[src/rtl/sbs_pkg.sv]
// ----------------------------------------------------------------------------
// sbs_pkg: shared types and constants of the sorted table search
// word codes, field widths and the control structs between top and engine
// ----------------------------------------------------------------------------
package sbs_pkg;

	localparam int DATA_W          = 32;
	localparam int IDX_W           = 10;
	localparam int CNT_W           = 11;
	localparam int WIDE_W          = 17;
	localparam int TABLE_DEPTH_DEF = 1024;

	typedef enum logic {
		CMD_WRITE  = 1'b0,
		CMD_SEARCH = 1'b1
	} cmd_t;

	// request from the front end to the search engine
	typedef struct packed {
		logic                     start;
		logic signed [DATA_W-1:0] key;
		logic [CNT_W-1:0]         count;
		logic                     out_free;
	} req_t;

	// status and result from the search engine
	typedef struct packed {
		logic             busy;
		logic             done;
		logic             found;
		logic [IDX_W-1:0] position;
	} rsp_t;

endpackage

[src/rtl/sbs_engine.sv]
// ----------------------------------------------------------------------------
// sbs_engine: binary search sequencer
// one midpoint adder and one signed less-than compare, reused for every probe
// ----------------------------------------------------------------------------
module sbs_engine #(
	parameter int TABLE_DEPTH = sbs_pkg::TABLE_DEPTH_DEF,
	localparam int AW = (TABLE_DEPTH > 1) ? $clog2(TABLE_DEPTH) : 1
) (
	input  logic                              clk,
	input  logic                              arst_n,
	input  sbs_pkg::req_t                     req,
	output sbs_pkg::rsp_t                     rsp,
	output logic                              rd_en,
	output logic [AW-1:0]                     rd_addr,
	input  logic signed [sbs_pkg::DATA_W-1:0] rd_data
);
	import sbs_pkg::*;

	localparam logic [WIDE_W-1:0] DEPTH_V = WIDE_W'(TABLE_DEPTH);

	typedef enum logic [2:0] {
		ST_IDLE  = 3'b001,
		ST_PROBE = 3'b010,
		ST_DONE  = 3'b100
	} state_t;

	state_t                   state_q, state_d;
	logic [CNT_W-1:0]         low_q, low_d;
	logic [CNT_W-1:0]         end_q, end_d;
	logic [CNT_W-1:0]         mid_q, mid_d;
	logic signed [DATA_W-1:0] key_q;
	logic                     found_q, found_d;
	logic [IDX_W-1:0]         pos_q, pos_d;

	logic [WIDE_W-1:0] cnt_wide;
	logic [CNT_W-1:0]  eff_cnt;
	logic              probe_lt;
	logic [CNT_W-1:0]  low_nx;
	logic [CNT_W-1:0]  end_nx;
	logic [CNT_W:0]    mid_sum;
	logic [CNT_W-1:0]  next_mid;
	logic [WIDE_W-1:0] mid_wide;
	logic              range_open;

	// count clamped to the table depth
	assign cnt_wide = WIDE_W'(req.count);
	assign eff_cnt  = (cnt_wide > DEPTH_V) ? DEPTH_V[CNT_W-1:0] : req.count;

	// shared signed compare of the probed entry against the key
	assign probe_lt = (rd_data < key_q);

	// next search range: fresh on a new word, narrowed after each compare
	always_comb begin
		low_nx = low_q;
		end_nx = end_q;
		case (state_q)
			ST_IDLE: begin
				low_nx = '0;
				end_nx = eff_cnt;
			end
			ST_PROBE: begin
				if (probe_lt) begin
					low_nx = mid_q + CNT_W'(1);
				end else begin
					end_nx = mid_q;
				end
			end
			default: begin
			end
		endcase
	end

	// shared midpoint unit: floor((low + end - 1) / 2), end exclusive
	assign mid_sum    = {1'b0, low_nx} + {1'b0, end_nx} - {{CNT_W{1'b0}}, 1'b1};
	assign next_mid   = mid_sum[CNT_W:1];
	assign mid_wide   = WIDE_W'(next_mid);
	assign range_open = (low_nx < end_nx);

	// sequencer: start a search, narrow the range on each compare, stop on a hit or an empty range
	always_comb begin
		state_d = state_q;
		low_d   = low_nx;
		end_d   = end_nx;
		mid_d   = mid_q;
		found_d = found_q;
		pos_d   = pos_q;
		rd_en   = 1'b0;
		case (state_q)
			ST_IDLE: begin
				if (req.start) begin
					found_d = 1'b0;
					pos_d   = '0;
					if (range_open) begin
						rd_en   = 1'b1;
						mid_d   = next_mid;
						state_d = ST_PROBE;
					end else begin
						state_d = ST_DONE;
					end
				end
			end
			ST_PROBE: begin
				if (rd_data == key_q) begin
					found_d = 1'b1;
					pos_d   = mid_q[IDX_W-1:0];
					state_d = ST_DONE;
				end else if (range_open) begin
					rd_en = 1'b1;
					mid_d = next_mid;
				end else begin
					state_d = ST_DONE;
				end
			end
			ST_DONE: begin
				if (req.out_free) begin
					state_d = ST_IDLE;
				end
			end
			default: begin
				state_d = ST_IDLE;
			end
		endcase
	end

	assign rd_addr = mid_wide[AW-1:0];

	// control state
	always_ff @(posedge clk or negedge arst_n) begin
		if (!arst_n) begin
			state_q <= ST_IDLE;
		end else begin
			state_q <= state_d;
		end
	end

	// search range and result
	always_ff @(posedge clk) begin
		low_q   <= low_d;
		end_q   <= end_d;
		mid_q   <= mid_d;
		found_q <= found_d;
		pos_q   <= pos_d;
		if (req.start && state_q == ST_IDLE) begin
			key_q <= req.key;
		end
	end

	assign rsp.busy     = (state_q != ST_IDLE);
	assign rsp.done     = (state_q == ST_DONE);
	assign rsp.found    = found_q;
	assign rsp.position = pos_q;

endmodule

[config.mk]
export PLATFORM = sky130hd
export DESIGN_NAME = sbs_engine
export DESIGN_NICKNAME = d
export VERILOG_FILES = /design/src/rtl/sbs_pkg.sv /design/src/rtl/sbs_engine.sv
export SDC_FILE = /design/constraint.sdc
export NUM_CORES = 1
export LEC_CHECK = 0
export BUFFER_PORTS_ARGS = -buffer_cell sky130_fd_sc_hd__buf_2
export CORE_ASPECT_RATIO = 2
export CORE_MARGIN = 2
export CORE_UTILIZATION = 25
export DETAILED_ROUTE_END_ITERATION = 7
export HOLD_SLACK_MARGIN = 0.05
export PLACE_DENSITY = 0.54
export SLEW_MARGIN = 20
export SYNTH_ARGS = -nofsm -noshare
export SYNTH_HDL_FRONTEND = slang
export SYNTH_SLANG_ARGS = --single-unit
[constraint.sdc]
create_clock -name clk -period 10.45 [get_ports clk]
set_input_delay 1.5675 -clock clk [delete_from_list [all_inputs] [get_ports clk]]
set_output_delay 1.5675 -clock clk [all_outputs]
set_load 0.01 [all_outputs]
# == Yosys cells after proc, flatten, opt, wreduce, memory -nomap -nowiden ==
# Index checks and enable logic that the tools add are counted.
# word_totals
ff_bits,79
in_bits,79
output_inout_bits,24
elab_cells,53
# op_classes
add_sub_neg,3
order_cmp,3
eq_ne,10
n_mux,25
reduce_logical,5
# ops
operator,count
$mux 11,6
$pmux 11 s2,3
$eq 32x32->1,1
$lt 32x32->1,1
$mux 10,2
$pmux 10 s2,1
$mux 3,5
$add 11x11->12,1
$sub 12x1->12 const B,1
$add 11x1->11 const B,1
$gt 11x11->1 const B,1
$lt 11x11->1,1
$pmux 3 s3,1
$reduce_and 3->1,3
$ne 2x2->1 const B,4
$mux 1,5
$pmux 1 s2,2
$eq 3x1->1 const B,1
$eq 3x2->1 const B,1
$eq 3x3->1 const B,1
$ne 3x1->1 const B,1
$ne 3x3->1 const B,1
$reduce_bool 2->1,1
$logic_and 1x1->1,1

# == Depth between registers and ports, before layout ==
# Gate-level depths: netlist of run 1.
# depth
word_depth,8
depth_mapped,27
depth_no_buf,25

# == Worst setup path before layout of run 1 ==
# OpenSTA, ideal clock, no wires.
# synth_path
path_type,in2out
startpoint,input port rd_data[17] in the netlist's numbering
endpoint,output port rd_addr[8]
arrival_ps,6020
required_ps,8883
slack_ps,2863
stages,21
path_buffers,2
path_cell_list,ha_1 a21o_1 a221o_1 a221o_1 o21ba_1 a21o_1 mux2_2 clkbuf_1 a222oi_1 ha_1 ha_1 fa_1 a21o_1 a21oi_1 o21bai_1 a21oi_1 nor2b_1 o21a_1 nor2_1 xnor2_1 buf_4
# synth_between
elab_chain_len,5
elab_cells_between_ends,7
cone_classes,2 x add/sub; 1 x order compare; 4 x mux
# synth_lines
element,line,rtl
start: declaration,sbs_engine.sv:15,input logic signed [sbs_pkg::DATA_W-1:0] rd_data
$lt 32x32->1 (*),sbs_engine.sv:50,assign probe_lt = (rd_data < key_q);
$mux 11,sbs_engine.sv:62,if (probe_lt) begin
$pmux 11 s2,sbs_engine.sv:56,case (state_q)
$add 11x11->12 (*),sbs_engine.sv:74,"assign mid_sum = {1'b0, low_nx} + {1'b0, end_nx} - {{CNT_W{1'b0}}, 1'b1};"
$sub 12x1->12 (*),sbs_engine.sv:74,
end: declaration,sbs_engine.sv:14,"output logic [AW-1:0] rd_addr,"
# Mark *: on every way between the ends. The rest lies on a longest branch, timed or not.

# == Final worst setup path of run 1 ==
# layout_path
startpoint,input port rd_data[17] in the netlist's numbering
endpoint,output port rd_addr[9]
# layout_between
elab_chain_len,5
elab_cells_between_ends,7
cone_classes,2 x add/sub; 1 x order compare; 4 x mux
# layout_lines
element,line,rtl
$lt 32x32->1,sbs_engine.sv:50,
$mux 11,sbs_engine.sv:62,
$pmux 11 s2,sbs_engine.sv:56,
named net low_d[2],sbs_engine.sv:28,"logic [CNT_W-1:0] low_q, low_d;"
$add 11x11->12,sbs_engine.sv:74,
$sub 12x1->12,sbs_engine.sv:74,
# The timed path passes the listed nets, and every way through them passes these cells.

==> summary.md, run 1 <==
| Metric | Value |
|---|---|
| Worst setup path class | `in -> out` |
| Clk pin slew, worst setup/hold paths | `around 0.060 ns` |
| Pwr Total | `between 1.5 and 2 mW` |
| Hold Path Class | `reg -> reg` |
| First-pass GRT wire length | `between 15000 and 20000 um` |
| CP max FO | `12` |
| Seq/Total Area, Yosys | `between 40 and 50%` |
| Standard-cell rows | `a little under 70` |
| Worst hold stages | `2` |
| RSZ-0062 raised after global routing | `false` |
| TritonRoute pass-1 iters | `4` |
| Clk Latency, worst-skew pair | `about 0.34 ns` |
| Slew @ Worst Pin | `0.903 ns` |
| Post-route insts no fill | `729` |
| FILL cells | `approximately 1800` |
| Vias in the first global route | `about 3300` |
| Max-Cap Viols | `0` |
| Gr ovfl total | `0` |
| Outcome | `complete, no violations` |
| Diode count | `0` |
| Max-slew violations | `0` |
| Final Hold Vio Count | `0` |
| Arrival time at the worst endpoint | `roughly 6.6 ns` |
| Post-synth top area cell | `edfxtp_1` |
| Fin nets | `~650` |
| P_leak | `between 2 and 3 nW` |
| IO Pins | `roughly 100` |
| DRT iter0 DRCs | `approximately 160` |
| Number of synthesized flops with an enable pin | `54` |
| Clock Tree Buf Depth | `2` |
| Reg power frac | `around 29%` |
| Switching power total | `around 800 uW` |
| Clock root cell | `clkbuf_16` |
| Final HPWL DP | `8080 um` |
| Routed wire length per instance | `13.9 um` |
| Area Growth Syn to Fin | `22.0%` |
| H-tree Lvls | `3` |
| Ys Warns | `0` |
| Switch share | `around two fifths` |
| VDD IR max | `0.158 mV` |
| Global router's overall resource usage | `11.3%` |
| Synth top area share | `between 30% and 40%` |
| Initial antenna violation count | `0` |
| Synthesized net count | `about 560` |
| Minimum clock period | `a little over 8 ns` |
| Combinational Power Share | `about 55%` |
| Main area contributors after synthesis | `edfxtp_1, ha_1, dfxtp_1` |
| Starting density of the core | `about a quarter` |
| TNS Setup | `0 ns` |
| Max frequency | `approximately 120 MHz` |
| Die W | `about 99 um` |
| Sinks on Clock Net | `between 70 and 80` |
| CP Capture Type | `primary output` |
| Layout cells sized above 1 | `about a quarter` |
| Final period util | `between 70% and 80%` |
| Setup violators final | `0` |
| Vias per cell | `~4.4` |
| Placed insts | `approximately 710` |
| Area of the die | `between 15000 and 20000 sq um` |
| Largest net degree at the start of global routing | `35` |
| Most common cell after layout, fill and taps aside | `buf_2` |
| Synthesis-stage register bit count | `just under 80` |
| Hold buffers post-CTS | `0` |
| Post-Route WL | `10200 um` |
| Clock power frac | `about 16%` |
| DR DRC count | `0` |
| Worst setup SP type | `input pin` |
| Routed Antenna Nets | `0` |
| CP required | `around 8.9 ns` |
| CTS tree | `done` |
| Final core occ | `a little under a third` |
| Cell Area, Synth | `approximately 4500 sq um` |
| Buffers added on ports | `102` |
| Clock skew | `roughly 0.0057 ns` |
| Quantity of gates resized following cts | `0` |
| Post-CTS Setup Bufs | `0` |
| Cells after Synth | `413` |
| Int Pwr | `1.15 mW` |
| Synth unique cells | `between 40 and 50` |
| Main synth FF type | `edfxtp_1` |
| Gpl congestion | `~0.82` |
| Syn Area/Cell | `about 11 sq um` |
| Ys async rst share | `between 3 and 4%` |
| Most frequent cells in the layout | `buf_2, inv_1, ha_1` |
| Core area | `between 15000 and 20000 sq um` |
| R2R depth | `17` |
| Via count | `roughly 3200` |
| Num CTS Buffers | `9` |
| Power Density | `about 360 nW/um^2` |
| Worst rel slew slack | `39.7%` |
| Die H | `roughly 190 um` |
-- logic make-up after synthesis --
logic type / Yosys count / synth area share, %
AOI/OAI and AO/OA: 76 / 11.9
xor gates and xnor gates: 18 / 3.53
adders and majority gates: 64 / 18.1
buffers and inverters: 86 / 8.15
DFF: 79 / 47.9
muxes: 1 / 0.252
and+or+nand+nor: 89 / 10.2
-- critical path: stages --
cell and delay (ns):
buf_2 0.10, ha_1 0.29, a21o_1 0.18, a221o_1 0.33, a221o_1 0.39, nor4b_1 0.34, a211oi_1 0.14, buf_4 0.21
a21o_1 0.31, nand2_1 0.12, o21ai_0 0.15, ha_1 0.40, ha_1 0.31, a21o_1 0.17, a21oi_1 0.21, o21bai_1 0.09
a21oi_1 0.24, nor2b_1 0.08, o21a_1 0.18, o21ai_0 0.17, nand2b_1 0.08, a21oi_1 0.17, xnor2_1 0.15, buf_2 0.17
-- final cells by class --
class                      count  area, sq um  area share (%)
sequential                    79         2140            39.2
multi-input combinational    248         1970            36.1
timing repair buffer         103          518            9.51
tap                          213          267            4.89
inverter                      70          263            4.82
clock buffer                  10          229            4.20
clock inverter                 6         67.6            1.24
-- final timing paths --
path | from | end | slack (ns)
min | low_q[1] | low_q[1] | 0.48
max | rd_data[17] | rd_addr[9] | 2.32
max reg2reg | key_q[31] | mid_q[7] | 4.87
min in group asynchronous | arst_n | state_q[2] | 1.01
min reg2reg | low_q[1] | low_q[1] | 0.48
max in group asynchronous | arst_n | state_q[0] | 9.24
-- metrics by stage --
stage          instance area (sq um)  worst slack, ns  hold slack, ns
2_1_floorplan                   4470             2.86           0.435
3_3_place_gp                    5150             2.20           0.468
3_5_place_dp                    5150             2.20           0.475
4_1_cts                         5450             2.16           0.491
5_1_grt                         5450             1.84           0.502
6_report                        5450             2.32           0.482
-- state kept, by name, indices dropped and copies added (netlist names) --
register / flops
end_q: 11
mid_q: 11
found_q: 1
low_q: 11
key_q: 32
state_q: 3
pos_q: 10
-- cells in the mapped netlist, types with 2 or more instances --
library cell	instances
dfxtp_1	22
nor4_1	5
xor2_1	6
a222oi_1	11
nand2_1	21
o21a_1	3
nor2b_1	4
xnor2_1	12
a21oi_1	22
buf_4	11
nand3_1	10
ha_1	63
edfxtp_1	54
and4_1	2
nor2_1	19
o21ai_0	13
a221o_1	3
dfrtp_1	2
nand2b_1	2
clkbuf_1	5
o21bai_1	4
nand4_1	6
a21o_1	10
and3_1	3
and2_1	12
inv_1	69
-- power by group through the flow --
| stage | registers (mW) | clock network (mW) | logic, mW |
|---|---|---|---|
| finish | 0.564 | 0.322 | 1.08 |
| global route | 0.575 | 0.346 | 1.25 |
| CTS | 0.564 | 0.332 | 1.11 |
| detailed placement | 0.571 | 0 | 1.10 |
| global placement | 0.570 | 0 | 1.10 |
| floorplan | 0.555 | 0 | 0.930 |
-- layer usage --
layer,share of wire [%],GRT usage [%]
met1,46,14.2
met2,46,18.4
met3,6.5,3.35
met4,1.7,3.90
met5,0,0
No activity file was read; power rests on OpenSTA's default activity.
==> run 2: changes to the inputs <==
==> constraint.sdc (replaced) <==
create_clock -name clk -period 7.6 [get_ports clk]
set_input_delay 1.14 -clock clk [delete_from_list [all_inputs] [get_ports clk]]
set_output_delay 1.14 -clock clk [all_outputs]
set_load 0.01 [all_outputs]
==> summary.md, run 2 (synthesis gave the netlist of run 1 again) <==
| Metric | Value |
|---|---|
| Outcome | `complete, no violations` |
| Crit-path max cell delay | `0.41 ns (about the same)` |
| Area of the die | `19000 sq um (unchanged)` |
| Diode count | `0 (unchanged)` |
| Routed Antenna Nets | `0 (unchanged)` |
| Gr ovfl total | `0 (unchanged)` |
| FILL cells | `1865 (+1.2%)` |
| Slew @ Worst Pin | `0.958 ns (+0.0553 ns)` |
| Max-Cap Viols | `0 (unchanged)` |
| Largest net degree at the start of global routing | `35 (unchanged)` |
| Worst rel slew slack | `36.0% (-3.7 points)` |
| Final HPWL DP | `8360 um (+3.6%)` |
| Starting density of the core | `25.4% (unchanged)` |
| Clock Tree Buf Depth | `2 (unchanged)` |
| Final core occ | `31.7% (+0.80 points)` |
| Vias per cell | `4.41 (+1.3%)` |
| H-tree Lvls | `3 (unchanged)` |
| Post-Route WL | `10600 um (+4.4%)` |
| Standard-cell rows | `69 (unchanged)` |
| Critical-path top delay cell | `a221o_1` |
| TNS Setup | `0 ns (unchanged)` |
| Gpl congestion | `0.821 (-0.26%)` |
| Power Density | `509 nW/um^2 (+41%)` |
| Clock skew | `0.00901 ns (+0.00326 ns)` |
| CP Capture Type | `primary output` |
| Via count | `3255 (+2.6%)` |
| Clk pin slew, worst setup/hold paths | `0.07 ns (about the same)` |
| Hold Path Class | `reg -> reg` |
| Routed wire length per instance | `14.4 um (+3.1%)` |
| Arrival time at the worst endpoint | `6.03 ns (-0.53 ns)` |
| Worst setup path class | `in -> out` |
| TritonRoute pass-1 iters | `4 (unchanged)` |
| Initial antenna violation count | `0 (unchanged)` |
| Worst setup SP type | `input pin` |
| Worst R2R Setup Slack | `2.18 ns (-2.69 ns)` |
| Cell Chain, Critical Path | `buf_2 > ha_1 > a21o_1 > a221o_1 > a221o_1 > o21ba_1 > a21o_1 > mux2_2 > a222oi_1 > buf_4 > ha_1 > ha_1 > fa_1 > a21o_1 > a21oi_1 > o21bai_1 > a21oi_2 > nor2b_1 > o21a_1 > nor2_1 > xnor2_1 > buf_2` |
| Minimum clock period | `7.17 ns` |
| RSZ-0062 raised after global routing | `false` |
| DR DRC count | `0 (unchanged)` |
| Clk Latency, worst-skew pair | `0.35 ns (about the same)` |
| Dpl cell area | `5190 sq um (+0.87%)` |
| First-pass GRT wire length | `17200 um (+3.6%)` |
| Global router's overall resource usage | `11.8% (+0.50 points)` |
| Most frequent cells in the layout | `buf_2, inv_1, ha_1` |
| Layout cells sized above 1 | `26.9% (+2.4 points)` |
| CTS tree | `done` |
| P_leak | `2.64 nW (+2.5%)` |
| Max frequency | `around 140 MHz` |
| Final Hold Vio Count | `0 (unchanged)` |
| Register bank with the most flops | `key_q` |
| Design area | `5590 sq um (+2.6%)` |
| Core area | `17600 sq um (unchanged)` |
| Final period util | `94.3%` |
| Number of flip-flops in the largest register | `32 (unchanged)` |
| Max-slew violations | `0 (unchanged)` |
| CP required | `6.46 ns (-2.42 ns)` |
| Die H | `193 um (unchanged)` |
| Sinks on Clock Net | `79 (unchanged)` |
| Clock root cell | `clkbuf_16` |
| Num CTS Buffers | `9 (unchanged)` |
| Setup violators final | `0 (unchanged)` |
| Die W | `98.5 um (unchanged)` |
| Fin nets | `663 (+1.4%)` |
| Vias in the first global route | `3388 (+4.2%)` |
| Buffers added on ports | `102 (unchanged)` |
| Area Growth Syn to Fin | `25.2%` |
| CP max FO | `11 (-1)` |
| IO Pins | `103 (unchanged)` |
| DRT iter0 DRCs | `154 (-1.9%)` |
| Most common cell after layout, fill and taps aside | `buf_2` |
| VDD IR max | `0.227 mV (+44%)` |
## run 2: cell types whose count changed in the layout (fill, tap and decap cells not counted), sizes merged
cell	before	now
buf	103	112
bufinv	1	2
clkbuf	10	9
## run 2: repair_timing
action                     in CTS  in global routing
resized for setup               0                  9
hold endpoints to repair        0                  0
setup buffers                   0                  3
hold buffers                    0                  0
setup endpoints to repair       0                  3
## run 2: layout make-up
cell class	instances	area, sq um	area share [%]
inverter	70	263	4.70
clock buffer	9	225	4.03
clock inverter	7	103	1.84
tap	213	267	4.77
multi-input combinational	248	2010	35.9
timing repair buffer	112	586	10.5
sequential	79	2140	38.2
## run 2: critical path: cells and delay by family
kind                     cells  cell delay, ns
adder cells (fa/ha/maj)      4            1.20
multiplexers                 1            0.37
buffers and inverters        3            0.45
AO/OA/AOI/OAI               11            2.53
XOR/XNOR                     1            0.15
AND/OR/NAND/NOR              2            0.18
## run 2: path summary, 6_finish.rpt
| check | start | end | depth (start not counted) |
|---|---|---|---|
| worst max-delay path | rd_data[17] | rd_addr[8] | 22 |
| worst min-delay path | end_q[3] | end_q[3] | 2 |
| worst max register to register | key_q[17] | mid_q[10] | 23 |
| worst min register to register | end_q[3] | end_q[3] | 2 |
| max in group asynchronous | arst_n | state_q[0] | 1 |
| min in group asynchronous | arst_n | state_q[2] | 1 |
## run 2: metrics by stage
| step | hold slack, ns | total power, mW | setup WS (ns) | cells |
|---|---|---|---|---|
| 2_1_floorplan | 0.435 | 2.04 | 0.868 | 413 |
| 3_3_place_gp | 0.457 | 2.34 | 0.222 | 719 |
| 3_5_place_dp | 0.473 | 2.35 | 0.199 | 719 |
| 4_1_cts | 0.490 | 2.86 | 0.193 | 735 |
| 5_1_grt | 0.504 | 3.11 | 0.0586 | 738 |
| 6_report | 0.479 | 2.85 | 0.432 | 738 |
## run 2: report_power, final
group | total [mW] | switching (mW) | internal [mW]
Sequential | 0.775 | 0.0772 | 0.698
Combinational | 1.59 | 0.915 | 0.676
Clock | 0.481 | 0.189 | 0.292
Total | 2.85 | 1.18 | 1.67
## run 2: per-layer routing
| layer | global-route usage, % | vias up | wire (um) | part of all wire [%] |
|---|---|---|---|---|
| met5 | 0 | - | 0 | 0 |
| met4 | 4.90 | 0 | 195 | 1.8 |
| met3 | 2.99 | 13 | 738 | 7.0 |
| met2 | 19.7 | 107 | 5080 | 48 |
| met1 | 14.4 | 1478 | 4590 | 43 |
| li1 | - | 1657 | - | - |
